[src/jms_pkg.sv]
// jms_pkg: shared types and constants for the joint motion sequencer.
// Used by jms_step and joint_motion_sequencer; no dependencies.
`timescale 1ns / 1ps

package jms_pkg;

  localparam int unsigned SampleBitsDef = 12;
  localparam int unsigned DutyW         = 7;
  localparam int unsigned CfgIdxW       = 3;
  localparam logic [DutyW-1:0] DutyMax  = 7'd100;
  localparam logic [DutyW-1:0] DutyRst  = 7'd15;

  // reset levels before truncation to the sample width
  localparam int unsigned LevelRst    = 2048;
  localparam int unsigned FullFlexRst = 4095;
  localparam int unsigned FullExtRst  = 0;

  typedef enum logic [1:0] {
    MODE_IDLE = 2'd0,
    MODE_EXT  = 2'd1,
    MODE_FLEX = 2'd2
  } mode_e;

  typedef enum logic [1:0] {
    CLS_FREE = 2'd0,
    CLS_EXT  = 2'd1,
    CLS_FLEX = 2'd2
  } cls_e;

  typedef enum logic [CfgIdxW-1:0] {
    REG_EXT_START  = 3'd0,
    REG_FLEX_START = 3'd1,
    REG_EXT_STOP   = 3'd2,
    REG_FLEX_STOP  = 3'd3,
    REG_FULL_EXT   = 3'd4,
    REG_FULL_FLEX  = 3'd5,
    REG_RUN_DUTY   = 3'd6
  } reg_idx_e;

  // motion state carried between samples
  typedef struct packed {
    mode_e mode;
    logic  last_dir;
  } motion_st_t;

endpackage

[src/joint_motion_sequencer.sv]
// A word accepted into the input register moves on to the result register and the
// result outputs once the result register is empty or being read.
// Throughput: one sample word per cycle while results are read; input register ->
// decision -> result register, with the motion state updated as the result
// register loads. Reset: asynchronous, active low; clears valids and motion state
// and loads the register defaults. Ready is combinational from out_ready_i.
`timescale 1ns / 1ps

module joint_motion_sequencer #(
  parameter int unsigned SAMPLE_BITS = jms_pkg::SampleBitsDef
) (
  input  logic                          clk_i,
  input  logic                          rst_ni,
  input  logic                          cfg_valid_i,
  output logic                          cfg_ready_o,
  input  logic [jms_pkg::CfgIdxW-1:0]   cfg_index_i,
  input  logic [SAMPLE_BITS-1:0]        cfg_data_i,
  input  logic                          in_valid_i,
  output logic                          in_ready_o,
  input  logic [SAMPLE_BITS-1:0]        front_force_i,
  input  logic [SAMPLE_BITS-1:0]        back_force_i,
  input  logic [SAMPLE_BITS-1:0]        angle_sample_i,
  output logic                          out_valid_o,
  input  logic                          out_ready_i,
  output logic                          motor_on_o,
  output logic                          motor_dir_o,
  output logic [jms_pkg::DutyW-1:0]     duty_o,
  output logic [1:0]                    limit_class_o,
  output logic [1:0]                    motion_o
);

  localparam logic [SAMPLE_BITS-1:0] LevelRst    = SAMPLE_BITS'(jms_pkg::LevelRst);
  localparam logic [SAMPLE_BITS-1:0] FullExtRst  = SAMPLE_BITS'(jms_pkg::FullExtRst);
  localparam logic [SAMPLE_BITS-1:0] FullFlexRst = SAMPLE_BITS'(jms_pkg::FullFlexRst);

  // configuration registers
  logic [SAMPLE_BITS-1:0]    ext_start_q, flex_start_q, ext_stop_q, flex_stop_q;
  logic [SAMPLE_BITS-1:0]    full_ext_q, full_flex_q;
  logic [jms_pkg::DutyW-1:0] run_duty_q;

  assign cfg_ready_o = 1'b1;

  always_ff @(posedge clk_i or negedge rst_ni) begin
    if (!rst_ni) begin
      ext_start_q  <= LevelRst;
      flex_start_q <= LevelRst;
      ext_stop_q   <= LevelRst;
      flex_stop_q  <= LevelRst;
      full_ext_q   <= FullExtRst;
      full_flex_q  <= FullFlexRst;
      run_duty_q   <= jms_pkg::DutyRst;
    end else if (cfg_valid_i) begin
      case (jms_pkg::reg_idx_e'(cfg_index_i))
        jms_pkg::REG_EXT_START:  ext_start_q  <= cfg_data_i;
        jms_pkg::REG_FLEX_START: flex_start_q <= cfg_data_i;
        jms_pkg::REG_EXT_STOP:   ext_stop_q   <= cfg_data_i;
        jms_pkg::REG_FLEX_STOP:  flex_stop_q  <= cfg_data_i;
        jms_pkg::REG_FULL_EXT:   full_ext_q   <= cfg_data_i;
        jms_pkg::REG_FULL_FLEX:  full_flex_q  <= cfg_data_i;
        jms_pkg::REG_RUN_DUTY:   run_duty_q   <= cfg_data_i[jms_pkg::DutyW-1:0];
        default: ;
      endcase
    end
  end

  // input register
  logic                   in_valid_q;
  logic [SAMPLE_BITS-1:0] front_q, back_q, angle_q;
  logic                   out_load;
  logic                   in_load;

  assign out_load   = in_valid_q && (!out_valid_o || out_ready_i);
  assign in_ready_o = !in_valid_q || out_load;
  assign in_load    = in_valid_i && in_ready_o;

  always_ff @(posedge clk_i or negedge rst_ni) begin
    if (!rst_ni) begin
      in_valid_q <= 1'b0;
    end else if (in_ready_o) begin
      in_valid_q <= in_valid_i;
    end
  end

  always_ff @(posedge clk_i) begin
    if (in_load) begin
      front_q <= front_force_i;
      back_q  <= back_force_i;
      angle_q <= angle_sample_i;
    end
  end

  // decision
  jms_pkg::motion_st_t state_q, state_d;
  jms_pkg::cls_e       cls;

  jms_step #(
    .SAMPLE_BITS(SAMPLE_BITS)
  ) u_step (
    .front_force_i     (front_q),
    .back_force_i      (back_q),
    .angle_sample_i    (angle_q),
    .ext_start_level_i (ext_start_q),
    .flex_start_level_i(flex_start_q),
    .ext_stop_level_i  (ext_stop_q),
    .flex_stop_level_i (flex_stop_q),
    .full_ext_angle_i  (full_ext_q),
    .full_flex_angle_i (full_flex_q),
    .state_i           (state_q),
    .state_o           (state_d),
    .cls_o             (cls)
  );

  logic                      moving;
  logic [jms_pkg::DutyW-1:0] duty_sat;

  assign moving   = (state_d.mode != jms_pkg::MODE_IDLE);
  assign duty_sat = (run_duty_q > jms_pkg::DutyMax) ? jms_pkg::DutyMax : run_duty_q;

  // result register and motion state
  logic                      out_valid_q;
  logic                      motor_on_q, motor_dir_q;
  logic [jms_pkg::DutyW-1:0] duty_q;
  logic [1:0]                limit_class_q, motion_q;

  always_ff @(posedge clk_i or negedge rst_ni) begin
    if (!rst_ni) begin
      out_valid_q    <= 1'b0;
      state_q.mode     <= jms_pkg::MODE_IDLE;
      state_q.last_dir <= 1'b0;
    end else begin
      if (out_load) begin
        out_valid_q <= 1'b1;
        state_q     <= state_d;
      end else if (out_ready_i) begin
        out_valid_q <= 1'b0;
      end
    end
  end

  always_ff @(posedge clk_i) begin
    if (out_load) begin
      motor_on_q    <= moving;
      motor_dir_q   <= state_d.last_dir;
      duty_q        <= moving ? duty_sat : '0;
      limit_class_q <= cls;
      motion_q      <= state_d.mode;
    end
  end

  assign out_valid_o   = out_valid_q;
  assign motor_on_o    = motor_on_q;
  assign motor_dir_o   = motor_dir_q;
  assign duty_o        = duty_q;
  assign limit_class_o = limit_class_q;
  assign motion_o      = motion_q;

  // checks
  a_no_direct_reverse: assert property (@(posedge clk_i) disable iff (!rst_ni)
    state_q.mode == jms_pkg::MODE_EXT |=> state_q.mode != jms_pkg::MODE_FLEX)
    else $error("extension switched straight to flexion");

  a_on_matches_motion: assert property (@(posedge clk_i) disable iff (!rst_ni)
    out_valid_o |-> (motor_on_o == (motion_o != jms_pkg::MODE_IDLE)))
    else $error("motor enable disagrees with motion");

  a_ext_dir: assert property (@(posedge clk_i) disable iff (!rst_ni)
    out_valid_o && motion_o == jms_pkg::MODE_EXT |-> motor_dir_o)
    else $error("extending with clockwise direction");

  a_duty_range: assert property (@(posedge clk_i) disable iff (!rst_ni)
    out_valid_o |-> (duty_o <= jms_pkg::DutyMax) && (motor_on_o || duty_o == '0))
    else $error("duty out of range or nonzero while idle");

endmodule

[src/jms_step.sv]
// jms_step: per-sample angle classification and start/stop decision.
// Depends on jms_pkg.
`timescale 1ns / 1ps

module jms_step #(
  parameter int unsigned SAMPLE_BITS = jms_pkg::SampleBitsDef
) (
  input  logic [SAMPLE_BITS-1:0] front_force_i,
  input  logic [SAMPLE_BITS-1:0] back_force_i,
  input  logic [SAMPLE_BITS-1:0] angle_sample_i,
  input  logic [SAMPLE_BITS-1:0] ext_start_level_i,
  input  logic [SAMPLE_BITS-1:0] flex_start_level_i,
  input  logic [SAMPLE_BITS-1:0] ext_stop_level_i,
  input  logic [SAMPLE_BITS-1:0] flex_stop_level_i,
  input  logic [SAMPLE_BITS-1:0] full_ext_angle_i,
  input  logic [SAMPLE_BITS-1:0] full_flex_angle_i,
  input  jms_pkg::motion_st_t    state_i,
  output jms_pkg::motion_st_t    state_o,
  output jms_pkg::cls_e          cls_o
);

  // full extension test wins when the limits overlap
  always_comb begin
    if (angle_sample_i < full_ext_angle_i) begin
      cls_o = jms_pkg::CLS_EXT;
    end else if (angle_sample_i > full_flex_angle_i) begin
      cls_o = jms_pkg::CLS_FLEX;
    end else begin
      cls_o = jms_pkg::CLS_FREE;
    end
  end

  always_comb begin
    state_o = state_i;
    case (state_i.mode)
      jms_pkg::MODE_EXT: begin
        if (back_force_i > ext_stop_level_i || cls_o == jms_pkg::CLS_EXT) begin
          state_o.mode = jms_pkg::MODE_IDLE;
        end
      end
      jms_pkg::MODE_FLEX: begin
        if (front_force_i > flex_stop_level_i || cls_o == jms_pkg::CLS_FLEX) begin
          state_o.mode = jms_pkg::MODE_IDLE;
        end
      end
      default: begin
        state_o.mode = jms_pkg::MODE_IDLE;
        if (front_force_i > ext_start_level_i && cls_o != jms_pkg::CLS_EXT) begin
          state_o.mode     = jms_pkg::MODE_EXT;
          state_o.last_dir = 1'b1;
        end else if (back_force_i > flex_start_level_i && cls_o != jms_pkg::CLS_FLEX) begin
          state_o.mode     = jms_pkg::MODE_FLEX;
          state_o.last_dir = 1'b0;
        end
      end
    endcase
  end

endmodule

[config.mk]
export PLATFORM = sky130hd
export DESIGN_NAME = joint_motion_sequencer
export DESIGN_NICKNAME = d
export VERILOG_FILES = /design/src/jms_pkg.sv /design/src/joint_motion_sequencer.sv /design/src/jms_step.sv
export SDC_FILE = /design/constraint.sdc
export NUM_CORES = 1
export LEC_CHECK = 0
export BUFFER_PORTS_ARGS = -buffer_cell sky130_fd_sc_hd__buf_2
export CORE_MARGIN = 1.5
export CORE_UTILIZATION = 53
export DETAILED_ROUTE_END_ITERATION = 10
export PLACE_DENSITY = 0.76
export SETUP_SLACK_MARGIN = 0.02
export SLEW_MARGIN = 10
export SYNTH_ARGS = -nofsm -noshare
export SYNTH_HDL_FRONTEND = slang
export SYNTH_SLANG_ARGS = --single-unit
[constraint.sdc]
create_clock -name clk_i -period 2.5 [get_ports clk_i]
set_clock_uncertainty 0.2 [all_clocks]
set_input_delay 0 -clock clk_i [delete_from_list [all_inputs] [get_ports clk_i]]
set_output_delay 0 -clock clk_i [all_outputs]
set_load 0.05 [all_outputs]
### Word-level counts from Yosys, hierarchy flattened

Index checks and enable logic that the tools add are counted.
W data, S select, Z words.

| storage, ports and cells | value |
|---|---|
| register bits | 133 |
| input port bits | 56 |
| output and inout bits | 16 |
| logic and storage cells | 73 |

| cells by class | value |
|---|---|
| $lt $le $gt $ge | 7 |
| equal/unequal tests | 12 |
| multiplexer cells | 11 |
| bitwise logic cells | 1 |
| reductions and logical operators | 22 |

Operators with widths:

| kind | count |
|---|---|
| $gt A12 B12 Y1 | 5 |
| $reduce_and A2 Y1 | 7 |
| $lt A12 B12 Y1 | 1 |
| $eq A3 B3 Y1 const B | 3 |
| $mux W2 | 4 |
| $gt A7 B7 Y1 const B | 1 |
| $mux W7 | 1 |
| $eq A3 B2 Y1 const B | 2 |
| $mux W3 | 2 |
| $eq A2 B1 Y1 const B | 2 |
| $eq A2 B2 Y1 const B | 2 |
| $logic_and A1 B1 Y1 | 4 |
| $logic_or A1 B1 Y1 | 4 |
| $pmux W2 S2 | 1 |
| $reduce_bool A2 Y1 | 2 |
| $reduce_or A2 Y1 | 2 |
| $eq A3 B1 Y1 const B | 1 |
| $logic_not A3 Y1 | 1 |
| $mux W1 | 3 |
| $logic_not A1 Y1 | 2 |
| $ne A2 B1 Y1 const B | 1 |
| $ne A2 B2 Y1 const B | 1 |
| $not A1 Y1 | 1 |

### Longest topological paths before layout

| logic depth | value |
|---|---|
| depth after elaboration | 11 |
| gate-level depth with buffers | 10 |
| depth with buffers taken out | 9 |

### Modules after synthesis

From an unflattened synthesis, not the netlist that was laid out.

| unflattened totals | value |
|---|---|
| cells, all modules | 513 |
| area, all modules | 6,647.6 um^2 |

By module, submodules not included:

| module | times used | cells an instance | area each (um^2) | sequential area each (um^2) |
|---|---|---|---|---|
| joint_motion_sequencer | 1 | 252 | 4,759.6 | 3,598.5 |
| jms_step | 1 | 261 | 1,888.1 | 0.0 |

### Worst setup path before layout

No wires, ideal clock.

| timing | value |
|---|---|
| kind | register -> register |
| start point | reg out_valid_q (netlist: out_valid_o) |
| end point | reg angle_q[0], enable pin |
| setup time | 0.397 ns |
| data arrival time | 2.079 ns |
| required time | 1.903 ns |
| setup slack | -0.176 ns |
| stages on the path, launching flop included | 3 |
| buffers on the path | 0 |
| clock period less this slack | 2.676 ns |
| cell sequence | dfrtp_1 -> nand3b_1 -> and2_1 |

| between the ends | value |
|---|---|
| longest elaborated chain between the ends | 5 |

Ends and longest elaborated chain:

| item | RTL line | source |
|---|---|---|
| from (decl) | joint_motion_sequencer.sv:120 | `logic out_valid_q;` |
| from (signal assigned) | joint_motion_sequencer.sv:127 | `out_valid_q <= 1'b0;` |
| from (signal assigned) | joint_motion_sequencer.sv:132 | `out_valid_q <= 1'b1;` |
| from (signal assigned) | joint_motion_sequencer.sv:135 | `out_valid_q <= 1'b0;` |
| $logic_not A1 Y1 | joint_motion_sequencer.sv:72 | `assign out_load = in_valid_q && (!out_valid_o \|\| out_ready_i);` |
| $logic_or A1 B1 Y1 | joint_motion_sequencer.sv:72 |  |
| $logic_and A1 B1 Y1 | joint_motion_sequencer.sv:72 |  |
| $logic_or A1 B1 Y1 | joint_motion_sequencer.sv:73 | `assign in_ready_o = !in_valid_q \|\| out_load;` |
| named net in_ready_o | joint_motion_sequencer.sv:19 | `output logic in_ready_o,` |
| $logic_and A1 B1 Y1 | joint_motion_sequencer.sv:74 | `assign in_load = in_valid_i && in_ready_o;` |
| named net in_load | joint_motion_sequencer.sv:70 | `logic in_load;` |
| to (signal assigned) | joint_motion_sequencer.sv:88 | `angle_q <= angle_sample_i;` |
| to (decl) | joint_motion_sequencer.sv:68 | `logic [SAMPLE_BITS-1:0] front_q, back_q, angle_q;` |

The timed path passes the listed nets, and every way through them passes these cells.
A chain may end at the register's enable or synchronous reset.

==> results.py <==
metrics = {
    "sta": {
        "max_slew.worst_pin.slew_ns": 0.7636,
        "max_slew_margin_pct": 48.82,
        "report.final.hold_viol_count": 0,
        "fmaxAchievable_mhz": 364.3,
        "timing.final.setup_violations": 14,
        "finalWorstSetupSlack_ns": -0.2451,
        "min_period_ns": 2.745,
        "rsz0062_at_grt": "true",
        "totalNegativeSetupSlack_ns": -2.329,
        "timing_max_transition_violations_final": 0,
        "fin_crit_sh_pct": 109.8,
        "fin_worst_hold_slack_ns": 0.03660,
    },
    "route": {
        "routed_via_density": 5.437,
        "wire_per_inst_um": 17.36,
        "detail_route.drc_violations": 0,
        "postRouteAntennaNets": 0,
        "drtIter0Drc": 381,
        "vias": 5002,
        "detail_route.wirelength_mm": 15.97,
        "first_pass_iters": 5,
    },
    "clock_tree": {
        "clk_path_buf_depth": 2,
        "cts_tree": "done",
        "clk_latency_ns": 0.43,
        "path_clk_slew_ns": 0.06,
        "cts-buffers-inserted": 17,
        "h-tree-depth": 4,
        "clock_sinks": 133,
        "root_buffer": "sky130_fd_sc_hd__clkbuf_16",
    },
    "logic_synthesis": {
        "top_post_synthesis_cells_by_area": "sky130_fd_sc_hd__dfrtp_1 (24%), sky130_fd_sc_hd__edfxtp_1 (22%), sky130_fd_sc_hd__ha_1 (14%), sky130_fd_sc_hd__dfstp_2 (8.0%), sky130_fd_sc_hd__mux2_2 (6.2%)",
        "number_of_flops_mapped_to_enable_cells_by_yosys": 49,
        "syn-mean-instance-area_um2": 11.54,
        "post_synth_num_cell_types": 50,
        "synthesis.area_mm2": 0.006589,
        "ys.warnings.count": 0,
        "postSynthRegisterBits": 133,
        "ys_seq_area_share_pct": 54.61,
        "syn-num-nets": 700,
        "synthDominantAreaCellType": "sky130_fd_sc_hd__dfrtp_1",
        "ys_dominant_reg_cell": "sky130_fd_sc_hd__dfrtp_1",
        "synth_top_area_share_pct": 24.31,
        "synth-async-reset-ratio_pct": 63.16,
        "syn-instance-count": 571,
    },
    "floorplan": {
        "core-area_mm2": 0.01206,
        "std_cell_rows": 40,
        "initial_core_util_pct": 54.63,
        "full_die_area_mm2": 0.01311,
        "design.portCount": 72,
        "die_x_um": 114.5,
        "die-height_um": 114.5,
    },
    "grt": {
        "grt_max_degree": 57,
        "globalRouteTotalUtil_pct": 25.83,
        "wire_length_of_the_first_global_routing_pass_mm": 25.24,
        "grt.overflow.total": 0,
        "number_of_antenna_violations_at_the_first_check_in_global_routing": 0,
        "first_global_vias": 5250,
    },
    "placement": {
        "final_hpwl_from_detailed_placement_mm": 10.24,
        "io_buffers": 70,
        "gp_congestion": 0.8924,
    },
    "final_layout": {
        "layout.cells.most_common": "sky130_fd_sc_hd__inv_1",
        "mostFrequentLayoutCells": "sky130_fd_sc_hd__inv_1 (70), sky130_fd_sc_hd__buf_2 (69), sky130_fd_sc_hd__dfrtp_1 (64)",
        "num-nets-final": 868,
        "num_antenna_cells": 0,
        "areaGrowthSynthToFinish_pct": 34.64,
        "final_layout_size_suffix_gt1_share_pct": 31.65,
    },
    "power_and_ir_drop": {
        "vdd.ir_drop.worst_uv": 770.9,
        "power_density_mw_per_mm2": 850.2,
        "p_leak_nw": 3.918,
    },
    "critical_path": {
        "cp-end-kind": "register",
        "timing.critical_path.arrival_ns": 2.72,
        "path_class": "reg2reg",
        "critPathLaunchType": "register",
        "required_ns": 2.47,
        "critical_path_peak_fanout": 4,
    },
    "run_status": {
        "violations": "setup timing",
        "status": "finished with violations",
    },
    "run": {
        "timing.max_cap.violations": 0,
    },
    "worst_hold_path": {
        "worst_hold_class": "in2reg",
    },
}
-- logic make-up after synthesis --
family / Yosys count / synth area share [%]
compound gates: 124 / 11.47
other cells: 1 / 0.05691
flops: 133 / 54.61
buf+inv: 88 / 5.184
simple gates: 116 / 8.659
fa+ha+maj: 73 / 13.86
mux: 36 / 6.153
-- routing by layer --
metal | part of all wire, % | up-vias | global-route usage [%]
met5 | 0 | - | 0
met3 | 6.0 | 30 | 6.776
met4 | 2.1 | 0 | 9.167
li1 | - | 2360 | -
met1 | 41 | 2432 | 30.55
met2 | 51 | 180 | 45.47
-- layout make-up --
type	instances	area (µm²)
Sequential cell	133	3598
Fill cell	786	3191
Multi-Input combinational cell	350	2978
Timing Repair Buffer	161	1227
Clock buffer	29	531.8
Inverter	76	285.3
Tap cell	168	210.2
Clock inverter	3	40.04
-- through the flow --
step | area [µm²] | util (%) | power [W] | cells | worst slack [ns]
finish | 8871 | 73.55 | 0.007543 | 920 | -0.2451
global route | 8871 | 73.55 | 0.007922 | 920 | -0.3080
CTS | 8735 | 72.42 | 0.007351 | 915 | -0.06535
detailed placement | 7322 | 60.71 | 0.004706 | 821 | -0.2835
global placement | 7322 | 60.71 | 0.004597 | 821 | -0.1890
floorplan | 6590 | - | 0.004175 | 571 | 0.02460
-- final timing paths --
check,from,end,slack [ns],depth (start not counted)
hold reg to reg,in_valid_q,out_valid_o,0.30,1
hold / removal,cfg_valid_i,ext_stop_q[5],0.04,4
setup reg to reg,angle_q[2],motor_dir_o,-0.25,9
max in group asynchronous,rst_ni,full_flex_q[11],1.24,4
setup / recovery,angle_q[2],motor_dir_o,-0.25,9
min in group asynchronous,rst_ni,run_duty_q[0],0.49,3
-- sequential cells by signal, summed over array words and instances (netlist names), 7 cells and up --
name,flops
flex_start_q,12
run_duty_q,7
duty_o,7
full_ext_q,12
flex_stop_q,12
front_q,12
angle_q,12
back_q,12
full_flex_q,12
ext_start_q,12
ext_stop_q,12
-- where the power goes --
part,switching [W],internal [W],leakage [nW]
clock network,0.000877,0.00153,0.281
registers,0.000180,0.00275,1.46
logic,0.00124,0.000970,2.18
-- cells in the mapped netlist (all sizes together), types with 6 or more instances --
cell    number
o21ai       57
nor2b        6
nand2b       7
inv         76
a21oi       34
nand4       14
edfxtp      49
a21o         7
o211ai       6
nand3        7
nand2       61
dfstp       20
dfrtp       64
clkbuf       8
mux2        36
ha          73
-- critical path: stages, from the launching register on --
cell and delay, ns:
sky130_fd_sc_hd__edfxtp_1 0.40, sky130_fd_sc_hd__ha_1 0.32, sky130_fd_sc_hd__a211oi_1 0.29, sky130_fd_sc_hd__o21ai_0 0.19, sky130_fd_sc_hd__a21oi_2 0.25, sky130_fd_sc_hd__o21ai_4 0.14, sky130_fd_sc_hd__a211o_1 0.36, sky130_fd_sc_hd__buf_6 0.14
sky130_fd_sc_hd__a21oi_4 0.14, sky130_fd_sc_hd__a21oi_1 0.06
-- what timing repair did --
| item | in CTS | in global routing |
|---|---|---|
| pin swaps | 22 | 8 |
| resized for setup | 39 | 19 |
| hold endpoints to repair | 191 | 0 |
| setup endpoints to repair | 14 | 14 |
| gates cloned | 0 | 0 |
| setup buffers | 5 | 5 |
| hold buffers | 58 | 0 |
(Power assumes the default switching activity.)
